## src/rtl/ils_pkg.sv

```systemverilog
// ils_pkg: shared widths, capacity, request codes and controller/datapath command and
// status types for the indexed list store; depends on nothing
`timescale 1ns / 1ps
`default_nettype none

package ils_pkg;

   localparam int WORD_W   = 32;
   localparam int POS_W    = 6;
   localparam int COUNT_W  = 7;
   localparam int OP_W     = 3;
   localparam int CAPACITY = 64;

   typedef enum logic [OP_W-1:0] {
      OP_INSERT = 3'd0,
      OP_REMOVE = 3'd1,
      OP_SET    = 3'd2,
      OP_READ   = 3'd3,
      OP_FIND   = 3'd4,
      OP_CLEAR  = 3'd5
   } op_type;

   typedef enum logic [2:0] {
      IDX_HOLD,
      IDX_COUNT,
      IDX_ZERO,
      IDX_POS,
      IDX_TOP,
      IDX_INC,
      IDX_DEC
   } idx_sel_type;

   typedef enum logic [1:0] {
      RA_IDX,
      RA_IDX_DEC,
      RA_IDX_INC,
      RA_POS
   } rd_sel_type;

   typedef enum logic {
      WA_IDX,
      WA_POS
   } wa_sel_type;

   typedef enum logic [1:0] {
      WD_ZERO,
      WD_VALUE,
      WD_RDATA
   } wd_sel_type;

   typedef enum logic [1:0] {
      CNT_HOLD,
      CNT_NEW,
      CNT_DEC,
      CNT_ZERO
   } cnt_sel_type;

   typedef struct packed {
      logic        in_ready;
      idx_sel_type idx_sel;
      logic        mem_rd;
      rd_sel_type  rd_sel;
      logic        mem_wr;
      wa_sel_type  wa_sel;
      wd_sel_type  wd_sel;
      cnt_sel_type cnt_sel;
      logic        res_read;
      logic        res_found;
      logic        res_reject;
      logic        out_load;
   } ctl_cmd_type;

   typedef struct packed {
      logic            in_valid;
      logic [OP_W-1:0] op;
      logic            pos_lt_count;
      logic            over_cap;
      logic            idx_lt_pos;
      logic            idx_gt_pos;
      logic            idx_lt_count;
      logic            idx_inc_lt_count;
      logic            match;
      logic            out_free;
   } ctl_status_type;

endpackage

`default_nettype wire

```

## src/rtl/ils_if.sv

```systemverilog
// ils_req_if and ils_rsp_if: valid/ready channels for requests and results
// depends on ils_pkg for field widths
`timescale 1ns / 1ps
`default_nettype none

interface ils_req_if;
   logic                          valid;
   logic                          ready;
   logic [ils_pkg::OP_W-1:0]      op;
   logic [ils_pkg::WORD_W-1:0]    value;
   logic [ils_pkg::POS_W-1:0]     position;

   modport source (output valid, output op, output value, output position, input ready);
   modport sink (input valid, input op, input value, input position, output ready);
endinterface

interface ils_rsp_if;
   logic                          valid;
   logic                          ready;
   logic [ils_pkg::WORD_W-1:0]    read_word;
   logic                          found;
   logic [ils_pkg::POS_W-1:0]     found_position;
   logic [ils_pkg::COUNT_W-1:0]   entry_total;
   logic                          rejected;

   modport source (output valid, output read_word, output found, output found_position,
                   output entry_total, output rejected, input ready);
   modport sink (input valid, input read_word, input found, input found_position,
                 input entry_total, input rejected, output ready);
endinterface

`default_nettype wire

```

## src/rtl/ils_ram.sv

```systemverilog
// ils_ram: generic single write port, single read port ram with registered read
// depends on nothing
`timescale 1ns / 1ps
`default_nettype none

module ils_ram #(
   parameter int WIDTH = 32,
   parameter int DEPTH = 64
) (
   input  wire logic                     clock,
   input  wire logic                     wr_en,
   input  wire logic [$clog2(DEPTH)-1:0] wr_addr,
   input  wire logic [WIDTH-1:0]         wr_data,
   input  wire logic                     rd_en,
   input  wire logic [$clog2(DEPTH)-1:0] rd_addr,
   output      logic [WIDTH-1:0]         rd_data
);

   logic [WIDTH-1:0] mem_ff [DEPTH];
   logic [WIDTH-1:0] rd_data_ff;

   always_ff @(posedge clock) begin
      if (wr_en) begin
         mem_ff[wr_addr] <= wr_data;
      end
      if (rd_en) begin
         rd_data_ff <= mem_ff[rd_addr];
      end
   end

   assign rd_data = rd_data_ff;

endmodule

`default_nettype wire

```

## src/rtl/ils_datapath.sv

```systemverilog
// ils_datapath: request registers, entry count, walk index, list ram and
// result/output registers; depends on ils_pkg, ils_if and ils_ram
`timescale 1ns / 1ps
`default_nettype none

module ils_datapath (
   input  wire logic                    clock,
   input  wire logic                    reset,
   ils_req_if.sink                      req_chan,
   ils_rsp_if.source                    rsp_chan,
   input  wire ils_pkg::ctl_cmd_type    cmd,
   output      ils_pkg::ctl_status_type status
);
   import ils_pkg::*;

   localparam int ADDR_W = $clog2(CAPACITY);
   localparam logic [12:0] CAP_LIMIT = 13'(CAPACITY);

   logic [OP_W-1:0]    op_ff;
   logic [WORD_W-1:0]  value_ff;
   logic [POS_W-1:0]   pos_ff;
   logic [COUNT_W-1:0] count_ff, count_in;
   logic [COUNT_W-1:0] idx_ff, idx_in;

   logic [WORD_W-1:0]  rd_word_ff;
   logic               found_ff;
   logic [POS_W-1:0]   fpos_ff;
   logic               rej_ff;

   logic               rsp_valid_ff;
   logic [WORD_W-1:0]  out_word_ff;
   logic               out_found_ff;
   logic [POS_W-1:0]   out_fpos_ff;
   logic [COUNT_W-1:0] out_total_ff;
   logic               out_rej_ff;

   logic [COUNT_W-1:0] pos_ext;
   logic [COUNT_W-1:0] max_pc;
   logic [COUNT_W-1:0] newc;
   logic [COUNT_W-1:0] rd_full;
   logic [COUNT_W-1:0] wr_full;
   logic [WORD_W-1:0]  wr_data;
   logic [WORD_W-1:0]  rd_data;
   logic               load_req;

   assign load_req = cmd.in_ready && req_chan.valid;
   assign pos_ext  = {1'b0, pos_ff};
   assign max_pc   = (pos_ext > count_ff) ? pos_ext : count_ff;
   assign newc     = (op_ff == OP_SET) ? (pos_ext + 7'd1) : (max_pc + 7'd1);

   always_comb begin
      case (cmd.idx_sel)
         IDX_COUNT: idx_in = count_ff;
         IDX_ZERO:  idx_in = '0;
         IDX_POS:   idx_in = pos_ext;
         IDX_TOP:   idx_in = newc - 7'd1;
         IDX_INC:   idx_in = idx_ff + 7'd1;
         IDX_DEC:   idx_in = idx_ff - 7'd1;
         default:   idx_in = idx_ff;
      endcase
   end

   always_comb begin
      case (cmd.cnt_sel)
         CNT_NEW:  count_in = newc;
         CNT_DEC:  count_in = count_ff - 7'd1;
         CNT_ZERO: count_in = '0;
         default:  count_in = count_ff;
      endcase
   end

   always_comb begin
      case (cmd.rd_sel)
         RA_IDX_DEC: rd_full = idx_ff - 7'd1;
         RA_IDX_INC: rd_full = idx_ff + 7'd1;
         RA_POS:     rd_full = pos_ext;
         default:    rd_full = idx_ff;
      endcase
   end

   assign wr_full = (cmd.wa_sel == WA_POS) ? pos_ext : idx_ff;

   always_comb begin
      case (cmd.wd_sel)
         WD_VALUE: wr_data = value_ff;
         WD_RDATA: wr_data = rd_data;
         default:  wr_data = '0;
      endcase
   end

   ils_ram #(
      .WIDTH (WORD_W),
      .DEPTH (CAPACITY)
   ) u_ram (
      .clock   (clock),
      .wr_en   (cmd.mem_wr),
      .wr_addr (wr_full[ADDR_W-1:0]),
      .wr_data (wr_data),
      .rd_en   (cmd.mem_rd),
      .rd_addr (rd_full[ADDR_W-1:0]),
      .rd_data (rd_data)
   );

   always_ff @(posedge clock) begin
      if (reset) begin
         count_ff     <= '0;
         rsp_valid_ff <= 1'b0;
      end else begin
         count_ff <= count_in;
         if (cmd.out_load) begin
            rsp_valid_ff <= 1'b1;
         end else if (rsp_chan.ready) begin
            rsp_valid_ff <= 1'b0;
         end
      end
   end

   always_ff @(posedge clock) begin
      idx_ff <= idx_in;
      if (load_req) begin
         op_ff      <= req_chan.op;
         value_ff   <= req_chan.value;
         pos_ff     <= req_chan.position;
         rd_word_ff <= '0;
         found_ff   <= 1'b0;
         fpos_ff    <= '0;
         rej_ff     <= 1'b0;
      end else begin
         if (cmd.res_read) begin
            rd_word_ff <= rd_data;
         end
         if (cmd.res_found) begin
            found_ff <= 1'b1;
            fpos_ff  <= idx_ff[POS_W-1:0];
         end
         if (cmd.res_reject) begin
            rej_ff <= 1'b1;
         end
      end
      if (cmd.out_load) begin
         out_word_ff  <= rd_word_ff;
         out_found_ff <= found_ff;
         out_fpos_ff  <= fpos_ff;
         out_total_ff <= count_ff;
         out_rej_ff   <= rej_ff;
      end
   end

   assign req_chan.ready          = cmd.in_ready;
   assign rsp_chan.valid          = rsp_valid_ff;
   assign rsp_chan.read_word      = out_word_ff;
   assign rsp_chan.found          = out_found_ff;
   assign rsp_chan.found_position = out_fpos_ff;
   assign rsp_chan.entry_total    = out_total_ff;
   assign rsp_chan.rejected       = out_rej_ff;

   assign status.in_valid         = req_chan.valid;
   assign status.op               = op_ff;
   assign status.pos_lt_count     = pos_ext < count_ff;
   assign status.over_cap         = {6'd0, newc} > CAP_LIMIT;
   assign status.idx_lt_pos       = idx_ff < pos_ext;
   assign status.idx_gt_pos       = idx_ff > pos_ext;
   assign status.idx_lt_count     = idx_ff < count_ff;
   assign status.idx_inc_lt_count = (idx_ff + 7'd1) < count_ff;
   assign status.match            = rd_data == value_ff;
   assign status.out_free         = !rsp_valid_ff || rsp_chan.ready;

endmodule

`default_nettype wire

```

## src/rtl/ils_controller.sv

```systemverilog
// ils_controller: state machine that sequences fill, shift, search and
// result hand-off; depends on ils_pkg
`timescale 1ns / 1ps
`default_nettype none

module ils_controller (
   input  wire logic                    clock,
   input  wire logic                    reset,
   input  wire ils_pkg::ctl_status_type status,
   output      ils_pkg::ctl_cmd_type    cmd
);
   import ils_pkg::*;

   typedef enum logic [3:0] {
      S_IDLE,
      S_DISPATCH,
      S_FILL,
      S_SHIFT_RD,
      S_SHIFT_WR,
      S_PLACE,
      S_REM_RD,
      S_REM_WR,
      S_READ_CAP,
      S_FIND_RD,
      S_FIND_CMP,
      S_DONE
   } state_type;

   state_type state_ff, state_in;

   always_ff @(posedge clock) begin
      if (reset) begin
         state_ff <= S_IDLE;
      end else begin
         state_ff <= state_in;
      end
   end

   always_comb begin
      cmd      = '0;
      state_in = state_ff;
      case (state_ff)
         S_IDLE: begin
            cmd.in_ready = 1'b1;
            if (status.in_valid) begin
               state_in = S_DISPATCH;
            end
         end
         S_DISPATCH: begin
            case (op_type'(status.op))
               OP_INSERT: begin
                  if (status.over_cap) begin
                     cmd.res_reject = 1'b1;
                     state_in       = S_DONE;
                  end else begin
                     cmd.idx_sel = IDX_COUNT;
                     state_in    = S_FILL;
                  end
               end
               OP_SET: begin
                  if (status.pos_lt_count) begin
                     cmd.mem_wr = 1'b1;
                     cmd.wa_sel = WA_POS;
                     cmd.wd_sel = WD_VALUE;
                     state_in   = S_DONE;
                  end else if (status.over_cap) begin
                     cmd.res_reject = 1'b1;
                     state_in       = S_DONE;
                  end else begin
                     cmd.idx_sel = IDX_COUNT;
                     state_in    = S_FILL;
                  end
               end
               OP_REMOVE: begin
                  if (status.pos_lt_count) begin
                     cmd.idx_sel = IDX_POS;
                     state_in    = S_REM_RD;
                  end else begin
                     state_in = S_DONE;
                  end
               end
               OP_READ: begin
                  if (status.pos_lt_count) begin
                     cmd.mem_rd = 1'b1;
                     cmd.rd_sel = RA_POS;
                     state_in   = S_READ_CAP;
                  end else begin
                     state_in = S_DONE;
                  end
               end
               OP_FIND: begin
                  cmd.idx_sel = IDX_ZERO;
                  state_in    = S_FIND_RD;
               end
               OP_CLEAR: begin
                  cmd.cnt_sel = CNT_ZERO;
                  state_in    = S_DONE;
               end
               default: begin
                  state_in = S_DONE;
               end
            endcase
         end
         // zero the gap between the old end and the target position
         S_FILL: begin
            if (status.idx_lt_pos) begin
               cmd.mem_wr  = 1'b1;
               cmd.wa_sel  = WA_IDX;
               cmd.wd_sel  = WD_ZERO;
               cmd.idx_sel = IDX_INC;
            end else if (op_type'(status.op) == OP_INSERT) begin
               cmd.idx_sel = IDX_TOP;
               state_in    = S_SHIFT_RD;
            end else begin
               cmd.mem_wr  = 1'b1;
               cmd.wa_sel  = WA_POS;
               cmd.wd_sel  = WD_VALUE;
               cmd.cnt_sel = CNT_NEW;
               state_in    = S_DONE;
            end
         end
         // move entries up one place, top first
         S_SHIFT_RD: begin
            if (status.idx_gt_pos) begin
               cmd.mem_rd = 1'b1;
               cmd.rd_sel = RA_IDX_DEC;
               state_in   = S_SHIFT_WR;
            end else begin
               state_in = S_PLACE;
            end
         end
         S_SHIFT_WR: begin
            cmd.mem_wr  = 1'b1;
            cmd.wa_sel  = WA_IDX;
            cmd.wd_sel  = WD_RDATA;
            cmd.idx_sel = IDX_DEC;
            state_in    = S_SHIFT_RD;
         end
         S_PLACE: begin
            cmd.mem_wr  = 1'b1;
            cmd.wa_sel  = WA_POS;
            cmd.wd_sel  = WD_VALUE;
            cmd.cnt_sel = CNT_NEW;
            state_in    = S_DONE;
         end
         // move entries down one place, bottom first
         S_REM_RD: begin
            if (status.idx_inc_lt_count) begin
               cmd.mem_rd = 1'b1;
               cmd.rd_sel = RA_IDX_INC;
               state_in   = S_REM_WR;
            end else begin
               cmd.cnt_sel = CNT_DEC;
               state_in    = S_DONE;
            end
         end
         S_REM_WR: begin
            cmd.mem_wr  = 1'b1;
            cmd.wa_sel  = WA_IDX;
            cmd.wd_sel  = WD_RDATA;
            cmd.idx_sel = IDX_INC;
            state_in    = S_REM_RD;
         end
         S_READ_CAP: begin
            cmd.res_read = 1'b1;
            state_in     = S_DONE;
         end
         S_FIND_RD: begin
            if (status.idx_lt_count) begin
               cmd.mem_rd = 1'b1;
               cmd.rd_sel = RA_IDX;
               state_in   = S_FIND_CMP;
            end else begin
               state_in = S_DONE;
            end
         end
         S_FIND_CMP: begin
            if (status.match) begin
               cmd.res_found = 1'b1;
               state_in      = S_DONE;
            end else begin
               cmd.idx_sel = IDX_INC;
               state_in    = S_FIND_RD;
            end
         end
         S_DONE: begin
            if (status.out_free) begin
               cmd.out_load = 1'b1;
               state_in     = S_IDLE;
            end
         end
         default: begin
            state_in = S_IDLE;
         end
      endcase
   end

endmodule

`default_nettype wire

```

## src/rtl/indexed_list_store.sv

```systemverilog
// indexed_list_store: ordered list of 32-bit words in a single-port-per-side ram
// clear, in-place set and refused or out-of-range requests go straight to the result; read
// captures one ram word; set past the end zero-fills the gap first; insert zero-fills the
// gap, then shifts entries up one place; remove shifts entries down; find walks entries
// in order from the first and stops on the first match
// throughput: one request at a time, next one taken the cycle after the result is loaded;
// reset: synchronous, clears the entry count and the controller; ram content is kept
`timescale 1ns / 1ps
`default_nettype none

module indexed_list_store (
   input  wire logic clock,
   input  wire logic reset,
   ils_req_if.sink   req_chan,
   ils_rsp_if.source rsp_chan
);
   import ils_pkg::*;

   ctl_cmd_type    cmd;
   ctl_status_type status;

   ils_controller u_controller (
      .clock  (clock),
      .reset  (reset),
      .status (status),
      .cmd    (cmd)
   );

   ils_datapath u_datapath (
      .clock    (clock),
      .reset    (reset),
      .req_chan (req_chan),
      .rsp_chan (rsp_chan),
      .cmd      (cmd),
      .status   (status)
   );

   // list length reported never passes the capacity
   assert property (@(posedge clock) disable iff (reset)
      rsp_chan.valid |-> ({25'd0, rsp_chan.entry_total} <= 32'(CAPACITY)))
      else $error("entry_total beyond capacity");

   // a refused request reports no read word and no match
   assert property (@(posedge clock) disable iff (reset)
      (rsp_chan.valid && rsp_chan.rejected) |->
      (!rsp_chan.found && (rsp_chan.read_word == '0)))
      else $error("rejected result carries data");

   // the ram never sees a read and a write in one cycle
   assert property (@(posedge clock) disable iff (reset)
      !(cmd.mem_wr && cmd.mem_rd))
      else $error("ram read and write together");

   // after a transaction is taken the block stops accepting until it is done
   assert property (@(posedge clock) disable iff (reset)
      (req_chan.valid && req_chan.ready) |=> !req_chan.ready)
      else $error("second request taken while busy");

endmodule

`default_nettype wire
```

## src/flat_wrapper.sv

```systemverilog
// flat-port wrapper written by rule: the top's interface ports become plain ports
module indexed_list_store_flat import ils_pkg::*;
  (clock, reset, req_chan_valid, req_chan_op, req_chan_value, req_chan_position, req_chan_ready, rsp_chan_valid, rsp_chan_read_word, rsp_chan_found, rsp_chan_found_position, rsp_chan_entry_total, rsp_chan_rejected, rsp_chan_ready);
  ils_req_if req_chan_i ();
  ils_rsp_if rsp_chan_i ();
  input  wire logic clock;
  input  wire logic reset;
  input wire logic [$bits(req_chan_i.valid)-1:0] req_chan_valid;
  input wire logic [$bits(req_chan_i.op)-1:0] req_chan_op;
  input wire logic [$bits(req_chan_i.value)-1:0] req_chan_value;
  input wire logic [$bits(req_chan_i.position)-1:0] req_chan_position;
  output wire logic [$bits(req_chan_i.ready)-1:0] req_chan_ready;
  output wire logic [$bits(rsp_chan_i.valid)-1:0] rsp_chan_valid;
  output wire logic [$bits(rsp_chan_i.read_word)-1:0] rsp_chan_read_word;
  output wire logic [$bits(rsp_chan_i.found)-1:0] rsp_chan_found;
  output wire logic [$bits(rsp_chan_i.found_position)-1:0] rsp_chan_found_position;
  output wire logic [$bits(rsp_chan_i.entry_total)-1:0] rsp_chan_entry_total;
  output wire logic [$bits(rsp_chan_i.rejected)-1:0] rsp_chan_rejected;
  input wire logic [$bits(rsp_chan_i.ready)-1:0] rsp_chan_ready;
  assign req_chan_i.valid = req_chan_valid;
  assign req_chan_i.op = req_chan_op;
  assign req_chan_i.value = req_chan_value;
  assign req_chan_i.position = req_chan_position;
  assign req_chan_ready = req_chan_i.ready;
  assign rsp_chan_valid = rsp_chan_i.valid;
  assign rsp_chan_read_word = rsp_chan_i.read_word;
  assign rsp_chan_found = rsp_chan_i.found;
  assign rsp_chan_found_position = rsp_chan_i.found_position;
  assign rsp_chan_entry_total = rsp_chan_i.entry_total;
  assign rsp_chan_rejected = rsp_chan_i.rejected;
  assign rsp_chan_i.ready = rsp_chan_ready;
  indexed_list_store u_core (.clock(clock), .reset(reset), .req_chan(req_chan_i), .rsp_chan(rsp_chan_i));
endmodule
```

## config.mk

```make
export PLATFORM = sky130hd
export DESIGN_NAME = indexed_list_store_flat
export DESIGN_NICKNAME = d
export VERILOG_FILES = /design/src/rtl/ils_pkg.sv /design/src/rtl/ils_if.sv /design/src/rtl/ils_ram.sv /design/src/rtl/ils_datapath.sv /design/src/rtl/ils_controller.sv /design/src/rtl/indexed_list_store.sv /design/src/flat_wrapper.sv
export SDC_FILE = /design/constraint.sdc
export NUM_CORES = 2
export LEC_CHECK = 0
export BUFFER_PORTS_ARGS = -buffer_cell sky130_fd_sc_hd__buf_2
export CAP_MARGIN = 30
export CORE_ASPECT_RATIO = 0.7
export CORE_MARGIN = 1
export CORE_UTILIZATION = 45
export DETAILED_ROUTE_END_ITERATION = 8
export GPL_ROUTABILITY_DRIVEN = 0
export PLACE_DENSITY = 0.65
export REMOVE_ABC_BUFFERS = 1
export SKIP_LAST_GASP = 1
export SLEW_MARGIN = 10
export SYNTH_ARGS = -nofsm -noshare
export SYNTH_HDL_FRONTEND = slang
export SYNTH_SLANG_ARGS = --single-unit
```

## constraint.sdc

```tcl
create_clock -name clock -period 16.56 [get_ports clock]
set_input_delay 3.312 -clock clock [delete_from_list [all_inputs] [get_ports clock]]
set_output_delay 3.312 -clock clock [all_outputs]
set_load 0.01 [all_outputs]
```

==> flow_metrics.tcl <==
set metrics [dict create \
    hold_violations 0 \
    synth_edf_count 2175 \
    cpLargestDelayFamily "buffers and inverters" \
    ys.flop_type "edfxtp_1" \
    cts_hold_buf 0 \
    vias 58100 \
    crit_top_cell "buf_4" \
    die_height_um 375.9 \
    vdd_drop_max_mv 0.1657 \
    synthCells 6493 \
    finalCritPeriodShare 0.4683 \
    ctsResizeCount 0 \
    power_mw 16.55 \
    antenna_found_initial 10 \
    cts.sinks 2227 \
    coreArea_um2 197400 \
    endpoint_kind "register" \
    clock_latency_ps 870 \
    r2r-start "u_core.u_datapath.idx_ff[2]" \
    holdPathStages 0 \
    drtAntennaViolNets 0 \
    start_util 0.4554 \
    portBuffers 93 \
    num-nets-final 6662 \
    synth_seq_area_share 0.7381 \
    rows 136 \
    cap_violations 0 \
    ff2ff_path_depth 17 \
    cts.path.max_buffers 4 \
    hp-class "register to register" \
    crit_path_top_delay_cell "edfxtp_1" \
    die_w_um 536.2 \
    area_growth_pct 12.18 \
    ioPinCount 94 \
    drtPass1Iterations 7 \
    crit_end "u_core.u_datapath.u_ram.rd_data[7]" \
    routedWlPerCell_um 31.05 \
    final_cells 9367 \
    grt_pass1_vias 52980 \
    synth_area_um2 89890 \
    required_ps 17130 \
    maxSlewViolCount 0 \
    vias_per_cell 6.202 \
    tritoncts "done" \
    ys_warn_count 0 \
    wl_mm 290.9 \
    crit_type "register to register" \
    rsz0062_at_grt "false" \
    fin_setup_tns_ps 0 \
    grt.total_usage 0.2827 \
    drc 0 \
    status "finished clean" \
    grt_pass1_wl_mm 403.0 \
    cts_made_buffers 206 \
    hold_slack_ps 428.6 \
    synth.distinct_cells 86 \
    synth-async-reset-ratio 0 \
    crit_path_max_incr_delay_ps 810 \
    regArea_um2 66350 \
    rrSetupSlack_ps 8810 \
    clock_skew_ps 43.59 \
    dp_slack_ps 9074 \
    start_kind "register" \
    crit_chain "and2_1 -> nand2_1 -> xnor2_1 -> ha_1 -> a211oi_1 -> o2111ai_1 -> or3_1 -> o221a_2 -> a21oi_4 -> buf_4 -> buf_4 -> buf_4 -> mux2i_1 -> mux2i_1 -> a22oi_1 -> nand4_1 -> or4_1" \
    syn_area_per_cell_um2 13.84 \
    die_area_um2 201600 \
    dp_cells 8992 \
    finalSetupViolCount 0 \
    worst_slack_ps 8805 \
    synth_seq_cells 2227 \
    powerDensity_nw_per_um2 164.1 \
    postCtsSetupBuffers 0 \
    clk_pin_slew_ps 70 \
    cts-root-buf "clkbuf_16" \
    multi_input_area_um2 22430 \
    drive_above_1_share 0.1092 \
    cp_num_cells 17 \
    cp_data_arrival_time_ps 8320 \
    drt_iter0_markers 10700 \
    leakage_nw 33.03 \
    cp_num_buf_inv 3 \
    crit_fanout 62 \
    grt_max_degree 182 \
    max_slew.worst_pin.slew_ps 1122 \
    r2r_end "u_core.u_datapath.u_ram.rd_data[7]" \
    slew_headroom 0.2517 \
    max_freq_ghz 0.1290 \
    final.min_clock_period_ps 7755 \
    grt_overflow 0 \
    hpwlAfterDp_mm 160.8 \
    htree_num_levels 4 \
    crit_start "u_core.u_datapath.idx_ff[2]" \
    fillers 16280 \
]
==> cell families after synthesis <==
logic type      count (synthesis)  share of synthesized area
flops                        2227                     0.7381
buf+inv                       430                    0.02253
fa+ha+maj                      30                   0.004176
simple gates                 2783                     0.1368
compound gates                463                    0.03670
xor+xnor                       51                   0.004969
mux                           509                    0.05672
==> placed cells by master, fill, tap and decap left out, types with 27 or more instances in the layout <==
cell,count
a211oi_1,27
a21oi_1,120
a22oi_1,94
and3_1,31
buf_12,28
buf_2,93
buf_4,156
clkbuf_1,55
clkbuf_16,208
clkinv_1,37
clkinv_2,37
dfxtp_1,52
edfxtp_1,2175
ha_1,28
inv_1,28
mux2i_1,506
nand2_1,1458
nand3_1,925
nand4_1,46
nor2_1,63
nor2_4,103
xor2_1,38
==> area by class of cell <==
cell class,count,share of cell area
inverter,29,0.001079
sequential,2227,0.6580
clock inverter,95,0.007370
timing repair buffer,287,0.02407
antenna,2,0.00004963
tap,2622,0.03253
clock buffer,269,0.05448
multi-input combinational,3836,0.2224
==> metal layers <==
| layer | part of all wire | vias up | GRT usage |
|---|---|---|---|
| met5 | 0.00012 | - | 0 |
| met4 | 0.039 | 6 | 0.1018 |
| met3 | 0.14 | 593 | 0.07557 |
| met2 | 0.42 | 4135 | 0.3964 |
| met1 | 0.40 | 29000 | 0.4204 |
| li1 | - | 24370 | - |
==> Yosys cell counts (all sizes together), types with 7 or more instances <==
| cell type | number | area share |
|---|---|---|
| dfxtp | 52 | 0.012 |
| or4 | 25 | 0.0021 |
| or2 | 18 | 0.0013 |
| a211oi | 28 | 0.0025 |
| mux2i | 506 | 0.056 |
| a311o | 9 | 0.0010 |
| a21o | 10 | 0.00084 |
| nand2b | 11 | 0.00077 |
| a22o | 8 | 0.00078 |
| nand4b | 11 | 0.0011 |
| inv | 28 | 0.0012 |
| o211ai | 10 | 0.00089 |
| xnor2 | 13 | 0.0013 |
| a21oi | 122 | 0.0068 |
| nor2b | 10 | 0.00070 |
| a31oi | 24 | 0.0017 |
| xor2 | 38 | 0.0037 |
| buf | 257 | 0.015 |
| nor2 | 173 | 0.0076 |
| nand3 | 928 | 0.052 |
| or3 | 7 | 0.00049 |
| and3 | 31 | 0.0022 |
| a32oi | 23 | 0.0025 |
| a22oi | 94 | 0.0079 |
| nand4 | 46 | 0.0032 |
| o2111ai | 7 | 0.00068 |
| a31o | 9 | 0.00088 |
| a41oi | 14 | 0.0014 |
| nor4 | 20 | 0.0014 |
| nor3 | 25 | 0.0014 |
| o22ai | 19 | 0.0013 |
| ha | 30 | 0.0042 |
| edfxtp | 2175 | 0.73 |
| o21ai | 28 | 0.0017 |
| nand2 | 1460 | 0.061 |
| clkbuf | 144 | 0.0060 |
==> power breakdown <==
part	switching (mW)	internal (mW)	total [mW]
Sequential	0.158	6.37	6.52
Combinational	3.80	1.67	5.47
Clock	2.08	2.48	4.56
Total	6.04	10.5	16.6
==> registers in the layout, indices dropped and copies added, names as in the netlist, 3 cells and up <==
signal and cells:
u_core.u_datapath.u_ram.rd_data 32, u_core.u_datapath.u_ram.mem_ff 2048, u_core.u_datapath.op_ff 3, u_core.u_datapath.rsp_chan.entry_total 7, u_core.u_datapath.rd_word_ff 32, u_core.u_datapath.rsp_chan.read_word 32
u_core.u_controller.state_ff 4, u_core.u_datapath.rsp_chan.found_position 6, u_core.u_datapath.pos_ff 6, u_core.u_datapath.fpos_ff 6, u_core.u_datapath.value_ff 32, u_core.u_datapath.idx_ff 7
u_core.u_datapath.count_ff 7
==> through the flow <==
step / util / area, um2
detailed placement: 0.4786 / 94460
global route: 0.5109 / 100800
global placement: 0.4759 / 93940
CTS: 0.5102 / 100700
floorplan: - / 87980
finish: 0.5109 / 100800
==> how the worst min path moves through the flow <==
| stage | start | to | slack [ps] |
|---|---|---|---|
| 2_1_floorplan | u_core.u_datapath.fpos_ff[2] | u_core.u_datapath.rsp_chan.found_position[2] | 410 |
| 3_3_place_gp | u_core.u_datapath.found_ff | u_core.u_datapath.rsp_chan.found | 410 |
| 3_5_place_dp | u_core.u_datapath.rd_word_ff[20] | u_core.u_datapath.rsp_chan.read_word[20] | 410 |
| 4_1_cts | u_core.u_datapath.rd_word_ff[20] | u_core.u_datapath.rsp_chan.read_word[20] | 430 |
| 5_1_grt | u_core.u_datapath.rd_word_ff[20] | u_core.u_datapath.rsp_chan.read_word[20] | 440 |
| 6_report | u_core.u_datapath.rd_word_ff[20] | u_core.u_datapath.rsp_chan.read_word[20] | 430 |
==> worst register-to-register path, delay by kind of cell, from the launching register on <==
kind	cells	cell delay [ps]
buffers and inverters	3	2430
XOR/XNOR	1	320
flip-flops	1	810
AO/OA/AOI/OAI	5	1630
adder cells (fa/ha/maj)	1	320
multiplexers	2	450
AND/OR/NAND/NOR	5	1500
No activity file was read; power rests on OpenSTA's default activity.
